==> config.mk <==
export PLATFORM = sky130hd
export DESIGN_NAME = addressed_ascii_command_parser
export DESIGN_NICKNAME = d
export VERILOG_FILES = /design/src/rtl/core/acp_pkg.sv /design/src/rtl/core/addressed_ascii_command_parser.sv /design/src/rtl/core/acp_line.sv
export SDC_FILE = /design/constraint.sdc
export NUM_CORES = 1
export LEC_CHECK = 0
export ABC_AREA = 0
export BUFFER_PORTS_ARGS = -buffer_cell sky130_fd_sc_hd__buf_2
export CAP_MARGIN = 20
export CORE_ASPECT_RATIO = 0.9
export CORE_MARGIN = 10
export CORE_UTILIZATION = 40
export DETAILED_ROUTE_END_ITERATION = 12
export PLACE_DENSITY_LB_ADDON = 0.3
export SETUP_SLACK_MARGIN = 0.3
export SYNTH_ARGS = -nofsm -noshare
export SYNTH_HDL_FRONTEND = slang
export SYNTH_SLANG_ARGS = --single-unit
==> constraint.sdc <==
create_clock -name clk -period 12.2 [get_ports clk]
set_input_delay 3.66 -clock clk [delete_from_list [all_inputs] [get_ports clk]]
set_output_delay 3.66 -clock clk [all_outputs]
set_load 0.01 [all_outputs]
==> src/rtl/core/acp_pkg.sv <==
// Shared types, character codes and helper functions of the ASCII command parser.
`default_nettype none

package acp_pkg;

    localparam int LINE_LIMIT_DEF = 30;
    localparam logic [7:0] OWN_ADDRESS_RST = 8'h01;

    localparam logic [7:0] ADDR_BROADCAST = 8'h00;
    localparam logic [7:0] ADDR_DEFAULT   = 8'hFF;

    localparam logic [7:0] CH_LF    = 8'h0a;
    localparam logic [7:0] CH_HELP  = 8'h3f;  // '?'
    localparam logic [7:0] CH_PLUS  = 8'h2b;
    localparam logic [7:0] CH_MINUS = 8'h2d;

    localparam logic [7:0] CMD_SET  = 8'h73;  // 's'
    localparam logic [7:0] CMD_READ = 8'h72;  // 'r'
    localparam logic [7:0] CMD_EXEC = 8'h65;  // 'e'

    localparam logic [7:0] SUB_GOTO   = 8'h67;  // 'g'
    localparam logic [7:0] SUB_GAIN_P = 8'h70;  // 'p'
    localparam logic [7:0] SUB_GAIN_I = 8'h69;  // 'i'
    localparam logic [7:0] SUB_GAIN_D = 8'h64;  // 'd'
    localparam logic [7:0] SUB_PERIOD = 8'h74;  // 't'
    localparam logic [7:0] SUB_ERRSUM = 8'h65;  // 'e'
    localparam logic [7:0] SUB_ADDR   = 8'h61;  // 'a'
    localparam logic [7:0] SUB_SYNC   = 8'h73;  // 's'
    localparam logic [7:0] SUB_DEBUG  = 8'h64;  // 'd'

    localparam logic [31:0] MAG_LIMIT = 32'h8000_0000;
    localparam logic [31:0] POS_MAX   = 32'h7FFF_FFFF;

    typedef enum logic [3:0] {
        EV_HELP      = 4'd0,
        EV_GOTO      = 4'd1,
        EV_GAIN_P    = 4'd2,
        EV_GAIN_I    = 4'd3,
        EV_GAIN_D    = 4'd4,
        EV_PERIOD    = 4'd5,
        EV_ERRSUM    = 4'd6,
        EV_ADDR_REQ  = 4'd7,
        EV_SYNC      = 4'd8,
        EV_DEBUG     = 4'd9
    } evt_code_t;

    typedef enum logic [1:0] {
        PH_BLANK = 2'd0,
        PH_DIGIT = 2'd1,
        PH_DONE  = 2'd2
    } num_phase_t;

    typedef struct packed {
        logic               valid;
        evt_code_t          code;
        logic [7:0]         addr;
        logic signed [31:0] arg;
        logic [7:0]         dbg;
    } evt_t;

    function automatic logic [3:0] hex_nibble(input logic [7:0] c);
        logic [3:0] n;
        n = 4'd0;
        if (c >= 8'h30 && c <= 8'h39)
        begin
            n = c[3:0];
        end
        else if ((c >= 8'h41 && c <= 8'h46) || (c >= 8'h61 && c <= 8'h66))
        begin
            n = c[3:0] + 4'd9;
        end
        return n;
    endfunction

    function automatic logic is_blank(input logic [7:0] c);
        return (c == 8'h20) || (c >= 8'h09 && c <= 8'h0d);
    endfunction

    function automatic logic is_digit(input logic [7:0] c);
        return (c >= 8'h30 && c <= 8'h39);
    endfunction

endpackage

`default_nettype wire

==> src/rtl/core/addressed_ascii_command_parser.sv <==
// Top level of the addressed ASCII command parser: ports, address register, event register.
//
//   channel | direction | handshake           | payload
//   rx      | in        | rx_valid / rx_stall   | rx_byte
//   evt     | out       | evt_valid / evt_stall | event_code, line_address,
//           |           |                       | argument_value, debug_selector
//   cfg     | in        | cfg_valid / cfg_ready | cfg_data (own address)
//
// One byte is taken per cycle while rx_stall is low; its event, if any, appears in evt_valid in the cycle after.
// The line state sits in flip-flops and the byte is decoded combinationally.
// rx_stall rises only while an event waits in the output register and evt_stall is high.
// Reset leaves an empty line and own address 0x01; cfg_ready is always high.
`default_nettype none

module addressed_ascii_command_parser #(
    parameter int LINE_LIMIT = acp_pkg::LINE_LIMIT_DEF
) (
    input  wire logic               clk,
    input  wire logic               rst_n,
    input  wire logic               rx_valid,
    output logic                    rx_stall,
    input  wire logic [7:0]         rx_byte,
    output logic                    evt_valid,
    input  wire logic               evt_stall,
    output logic [3:0]              event_code,
    output logic [7:0]              line_address,
    output logic signed [31:0]      argument_value,
    output logic [7:0]              debug_selector,
    input  wire logic               cfg_valid,
    output logic                    cfg_ready,
    input  wire logic [7:0]         cfg_data
);
    import acp_pkg::*;

    logic       step;
    evt_t       evt;
    evt_t       evt_reg;
    logic [7:0] own_address_reg;

    assign rx_stall  = evt_reg.valid && evt_stall;
    assign step      = rx_valid && !rx_stall;
    assign cfg_ready = 1'b1;

    acp_line #(
        .LINE_LIMIT (LINE_LIMIT)
    ) u_line (
        .clk         (clk),
        .rst_n       (rst_n),
        .step        (step),
        .rx_byte     (rx_byte),
        .own_address (own_address_reg),
        .evt         (evt)
    );

    always_ff @(posedge clk or negedge rst_n)
    begin
        if (!rst_n)
        begin
            own_address_reg <= OWN_ADDRESS_RST;
        end
        else if (cfg_valid && cfg_ready)
        begin
            own_address_reg <= cfg_data;
        end
    end

    // A waiting event leaves on a transfer; a new one may load in the same cycle.
    always_ff @(posedge clk or negedge rst_n)
    begin
        if (!rst_n)
        begin
            evt_reg <= '0;
        end
        else if (step && evt.valid)
        begin
            evt_reg <= evt;
        end
        else if (!evt_stall)
        begin
            evt_reg.valid <= 1'b0;
        end
    end

    assign evt_valid      = evt_reg.valid;
    assign event_code     = evt_reg.code;
    assign line_address   = evt_reg.addr;
    assign argument_value = evt_reg.arg;
    assign debug_selector = evt_reg.dbg;

endmodule

`default_nettype wire

==> src/rtl/core/acp_line.sv <==
// Line assembly state, argument accumulator and event decode of the command parser.
`default_nettype none

module acp_line #(
    parameter int LINE_LIMIT = acp_pkg::LINE_LIMIT_DEF
) (
    input  wire logic        clk,
    input  wire logic        rst_n,
    input  wire logic        step,
    input  wire logic [7:0]  rx_byte,
    input  wire logic [7:0]  own_address,
    output acp_pkg::evt_t    evt
);
    import acp_pkg::*;

    localparam int POS_W = $clog2(LINE_LIMIT);
    localparam logic [POS_W-1:0] LAST_POS = POS_W'(LINE_LIMIT - 1);

    logic [POS_W-1:0] pos_reg;
    logic [7:0]       dest_reg, dest_next;
    logic [7:0]       cmd_reg, cmd_next;
    logic [7:0]       sub_reg, sub_next;
    logic [7:0]       first_reg, first_next;
    logic [31:0]      val_reg, val_next;
    logic             neg_reg, neg_next;
    num_phase_t       phase_reg, phase_next;

    logic        help;
    logic        commit;
    logic        addr_ok;
    logic        hit;
    evt_code_t   code;
    logic [35:0] prod;
    logic [31:0] sarg;

    // Times ten as two shifts plus the new digit.
    assign prod = ({4'b0, val_reg} << 3) + ({4'b0, val_reg} << 1) + 36'(rx_byte[3:0]);

    always_comb
    begin
        dest_next  = dest_reg;
        cmd_next   = cmd_reg;
        sub_next   = sub_reg;
        first_next = first_reg;
        val_next   = val_reg;
        neg_next   = neg_reg;
        phase_next = phase_reg;
        if (pos_reg == POS_W'(0))
        begin
            dest_next = {hex_nibble(rx_byte), 4'd0};
        end
        else if (pos_reg == POS_W'(1))
        begin
            dest_next = {dest_reg[7:4], hex_nibble(rx_byte)};
        end
        else if (pos_reg == POS_W'(2))
        begin
            cmd_next = rx_byte;
        end
        else if (pos_reg == POS_W'(3))
        begin
            sub_next = rx_byte;
        end
        else
        begin
            if (pos_reg == POS_W'(4))
            begin
                first_next = rx_byte;
            end
            unique case (phase_reg)
                PH_BLANK:
                begin
                    if (rx_byte == CH_PLUS || rx_byte == CH_MINUS)
                    begin
                        neg_next   = (rx_byte == CH_MINUS);
                        phase_next = PH_DIGIT;
                    end
                    else if (is_digit(rx_byte))
                    begin
                        phase_next = PH_DIGIT;
                        val_next   = (prod > {4'b0, MAG_LIMIT}) ? MAG_LIMIT : prod[31:0];
                    end
                    else if (!is_blank(rx_byte))
                    begin
                        phase_next = PH_DONE;
                    end
                end
                PH_DIGIT:
                begin
                    if (is_digit(rx_byte))
                    begin
                        val_next = (prod > {4'b0, MAG_LIMIT}) ? MAG_LIMIT : prod[31:0];
                    end
                    else
                    begin
                        phase_next = PH_DONE;
                    end
                end
                default:
                begin
                    phase_next = phase_reg;
                end
            endcase
        end
    end

    assign help    = (pos_reg == POS_W'(2)) && (rx_byte == CH_HELP);
    assign commit  = (rx_byte == CH_LF) || (pos_reg >= LAST_POS);
    assign addr_ok = (dest_next == ADDR_BROADCAST) || (dest_next == ADDR_DEFAULT)
                     || (dest_next == own_address);
    assign sarg    = neg_next ? (32'd0 - val_next)
                              : ((val_next > POS_MAX) ? POS_MAX : val_next);

    always_comb
    begin
        hit  = 1'b0;
        code = EV_HELP;
        unique case (cmd_next)
            CMD_SET:
            begin
                hit = 1'b1;
                unique case (sub_next)
                    SUB_GOTO:   code = EV_GOTO;
                    SUB_GAIN_P: code = EV_GAIN_P;
                    SUB_GAIN_I: code = EV_GAIN_I;
                    SUB_GAIN_D: code = EV_GAIN_D;
                    SUB_PERIOD: code = EV_PERIOD;
                    SUB_ERRSUM: code = EV_ERRSUM;
                    default:    hit  = 1'b0;
                endcase
            end
            CMD_READ:
            begin
                hit  = (sub_next == SUB_ADDR) && (dest_next == ADDR_BROADCAST);
                code = EV_ADDR_REQ;
            end
            CMD_EXEC:
            begin
                hit = 1'b1;
                unique case (sub_next)
                    SUB_SYNC:  code = EV_SYNC;
                    SUB_DEBUG: code = EV_DEBUG;
                    default:   hit  = 1'b0;
                endcase
            end
            default:
            begin
                hit = 1'b0;
            end
        endcase
    end

    always_comb
    begin
        evt.valid = 1'b0;
        evt.code  = code;
        evt.addr  = dest_next;
        evt.arg   = '0;
        evt.dbg   = 8'd0;
        if (help)
        begin
            evt.valid = 1'b1;
            evt.code  = EV_HELP;
        end
        else if (commit && addr_ok && hit)
        begin
            evt.valid = 1'b1;
            if (code >= EV_GOTO && code <= EV_ERRSUM)
            begin
                evt.arg = sarg;
            end
            if (code == EV_DEBUG)
            begin
                evt.dbg = first_next;
            end
        end
    end

    always_ff @(posedge clk or negedge rst_n)
    begin
        if (!rst_n)
        begin
            pos_reg   <= '0;
            dest_reg  <= 8'd0;
            cmd_reg   <= 8'd0;
            sub_reg   <= 8'd0;
            first_reg <= 8'd0;
            val_reg   <= 32'd0;
            neg_reg   <= 1'b0;
            phase_reg <= PH_BLANK;
        end
        else if (step)
        begin
            if (help || commit)
            begin
                // Every line restarts from a clean state, matched or not.
                pos_reg   <= '0;
                dest_reg  <= 8'd0;
                cmd_reg   <= 8'd0;
                sub_reg   <= 8'd0;
                first_reg <= 8'd0;
                val_reg   <= 32'd0;
                neg_reg   <= 1'b0;
                phase_reg <= PH_BLANK;
            end
            else
            begin
                pos_reg   <= pos_reg + POS_W'(1);
                dest_reg  <= dest_next;
                cmd_reg   <= cmd_next;
                sub_reg   <= sub_next;
                first_reg <= first_next;
                val_reg   <= val_next;
                neg_reg   <= neg_next;
                phase_reg <= phase_next;
            end
        end
    end

endmodule

`default_nettype wire
==> impl_metrics.toml <==
[drt]
routed-wl-met2_mm = 15.34
wl_met3_mm = 2.526
wirelength_mm = 34.95
vias = 10410
drtAntennaViolNets = 0
vias_per_cell = 6.282
wl_per_cell_um = 21.09
highest_layer = "met5"
drtIter0Drc = 1045
dr.pass1.iters = 5
drc = 0
wl_met1_mm = 16.47

[sta]
finClkSkew_ps = 11.53
worst_pin_slew_ps = 1019
setup_viol = 0
post-route-period-util_pct = 79.44
relSlewSlack_pct = 31.72
fmax_ghz = 0.1032
final.setup.tns_ps = 0
hold_violations = 0
setup_ws_ps = 2508
rsz0062_at_grt = "no"
fin_crit_ps = 9692
slew_viol_final = 0

[synth]
synth_area_um2 = 10710
ys_seq_elements = 133
syn_inst = 1267
seq_area_frac_synth_pct = 31.09
synthArstFlopShare_pct = 100.0
yosysWarningCount = 0
synthDistinctLibCells = 104
synth_edf_count = 0
synth.net_count = 1363
synth-main-ff-cell = "dfrtp_1"
avgSynthCellArea_um2 = 8.452

[job]
cap_violations = 0

[clock_network]
cts_buffer_depth = 2
clkSlewWorstSetupHoldPaths_ps = 60
postCtsSetupBuffers = 0
cts_tree = "done"
clkLatencyLatePin_ps = 430
numCtsBuffers = 17
hold_buffers = 0
clock_tree.root_cell = "clkbuf_16"
cts-htree-levels = 4
clkSinkCount = 133
ctsResizeCount = 0

[die]
rows = 56
num_io_pins = 76
coreArea_um2 = 26210
start_util_pct = 40.87
die_h_um = 175.2
die-area_um2 = 33730
fp.dieW_um = 192.5

[cells_and_area]
drive_gt1_share_pct = 13.90
final_cell_mix = "166 x nand2_1, 132 x dfrtp_1, 107 x o21ai_0"
synthToLayoutAreaGrowth_pct = 10.63
num_antenna_cells = 0
nets = 1392
n_fill_cell = 2574
layout_commonest_cell = "nand2_1"

[place]
hpwlAfterDp_mm = 25.92
io_buffer_count = 74
gp_congestion = 0.9401
dp_slack_ps = 2239

[min_path]
hold_end = "argument_value[1]"
hp-class = "register to register"
min-delay-start = "argument_value[1]"
whs_path_depth = 2

[setup_path]
reg2reg_from = "u_line.val_reg[0]"
rrSetupSlack_ps = 5700
cp_max_fo = 16
cp-start-kind = "primary input"
r2r_cells = 21
critPathRequiredTime_ps = 12510
worstSetupEndpointType = "register"
criticalPathCategory = "primary input to register"
r2r-end = "argument_value[24]"
crit_arrival_ps = 10000

[run_status]
status = "finished, final reports clean"

[power_and_ir_drop]
p_leak_nw = 5.499
peakVddDrop_mv = 0.1006
powerDensity_nw_per_um2 = 149.5

[global_route]
grt_overflow_total = 0
antenna_found_initial = 2
grt_pass1_vias = 10020
grt_pass1_wl_mm = 56.19
grt_max_degree = 77
track_usage_pct = 20.52
per-layer routing:
metal / GRT usage (%) / vias up
met2: 31.05 / 446
met5: 0 / -
met3: 4.140 / 52
met4: 5.036 / 4
li1: - / 4849
met1: 29.09 / 5058
report_power, final:
part | switching (mW) | total, mW | internal, mW
Sequential | 0.0638 | 0.569 | 0.505
Combinational | 0.435 | 0.697 | 0.262
Clock | 0.211 | 0.505 | 0.294
how the worst max path moves through the flow:
stage / endpoint / slack (ps) / start / depth (start not counted)
after floorplan: argument_value[26] / 3370 / rx_byte[3] / 24
after global placement: argument_value[30] / 2430 / rx_byte[3] / 22
after global routing: argument_value[24] / 2130 / rx_byte[3] / 22
after detailed placement: argument_value[24] / 2240 / rx_byte[3] / 22
after CTS: argument_value[24] / 2660 / rx_byte[3] / 22
final: argument_value[24] / 2510 / rx_byte[3] / 22
cell type report:
class                   count  area, µm²  share of cell area, %
multi-input cells        1021       6904                  58.27
flip-flops and latches    133       3329                  28.10
repair buffers             85      459.2                  3.876
clock buffers              20      456.7                  3.855
well taps                 348      435.4                  3.675
inverters                  38      142.6                  1.204
clock inverters            12      120.1                  1.014
worst max-delay path: stages:
cell,delay (ps)
buf_2,300
inv_1,170
fa_1,550
fa_1,480
and2b_4,280
o31a_1,230
o21ai_0,240
a311oi_1,480
o21a_1,180
o221ai_1,180
or4_4,570
o21ai_4,410
and2_1,630
a22o_1,280
inv_1,70
ha_1,220
nand2_1,90
a31oi_1,100
nand4b_2,340
nor2_2,120
a311oi_1,290
o21ai_1,100
through the flow:
stage / instance area (µm²) / util (%) / power [mW] / hold slack [ps] / cells
after floorplan: 10710 / - / 1.080 / 441.8 / 1267
after global placement: 11270 / 43.01 / 1.243 / 448.4 / 1625
after detailed placement: 11270 / 43.01 / 1.249 / 454.9 / 1625
after CTS: 11850 / 45.21 / 1.758 / 470.0 / 1657
after global routing: 11850 / 45.21 / 1.869 / 504.1 / 1657
final: 11850 / 45.21 / 1.771 / 464.6 / 1657
logic make-up after synthesis:
group | count (synthesis) | synth area share [%]
flops | 133 | 31.09
xor+xnor | 36 | 2.944
mux | 29 | 2.874
compound gates | 428 | 28.10
buf+inv | 113 | 4.557
other cells | 1 | 0.03502
fa+ha+maj | 75 | 8.903
simple gates | 452 | 21.50
cells in the mapped netlist (all sizes together), types with 12 or more instances:
cell type / instances / area share (%)
mux2: 14 / 1.5
o31ai: 18 / 1.3
a21o: 18 / 1.3
a211oi: 13 / 1.0
nor4: 16 / 0.99
and2: 21 / 1.2
o22ai: 13 / 0.82
nor2: 75 / 2.7
o21a: 12 / 0.84
xnor2: 24 / 2.0
xor2: 12 / 0.98
nand4: 35 / 2.2
nand2: 166 / 5.8
ha: 73 / 8.5
a31oi: 20 / 1.4
a22oi: 16 / 1.1
buf: 32 / 1.7
clkbuf: 43 / 1.5
a21oi: 70 / 3.5
o21ai: 119 / 5.7
nand3: 20 / 0.98
or3: 15 / 0.88
mux2i: 15 / 1.4
inv: 38 / 1.3
dfrtp: 132 / 31
nor3: 41 / 2.0
a22o: 46 / 3.8
Note: power is estimated with default switching activity, not from simulation.
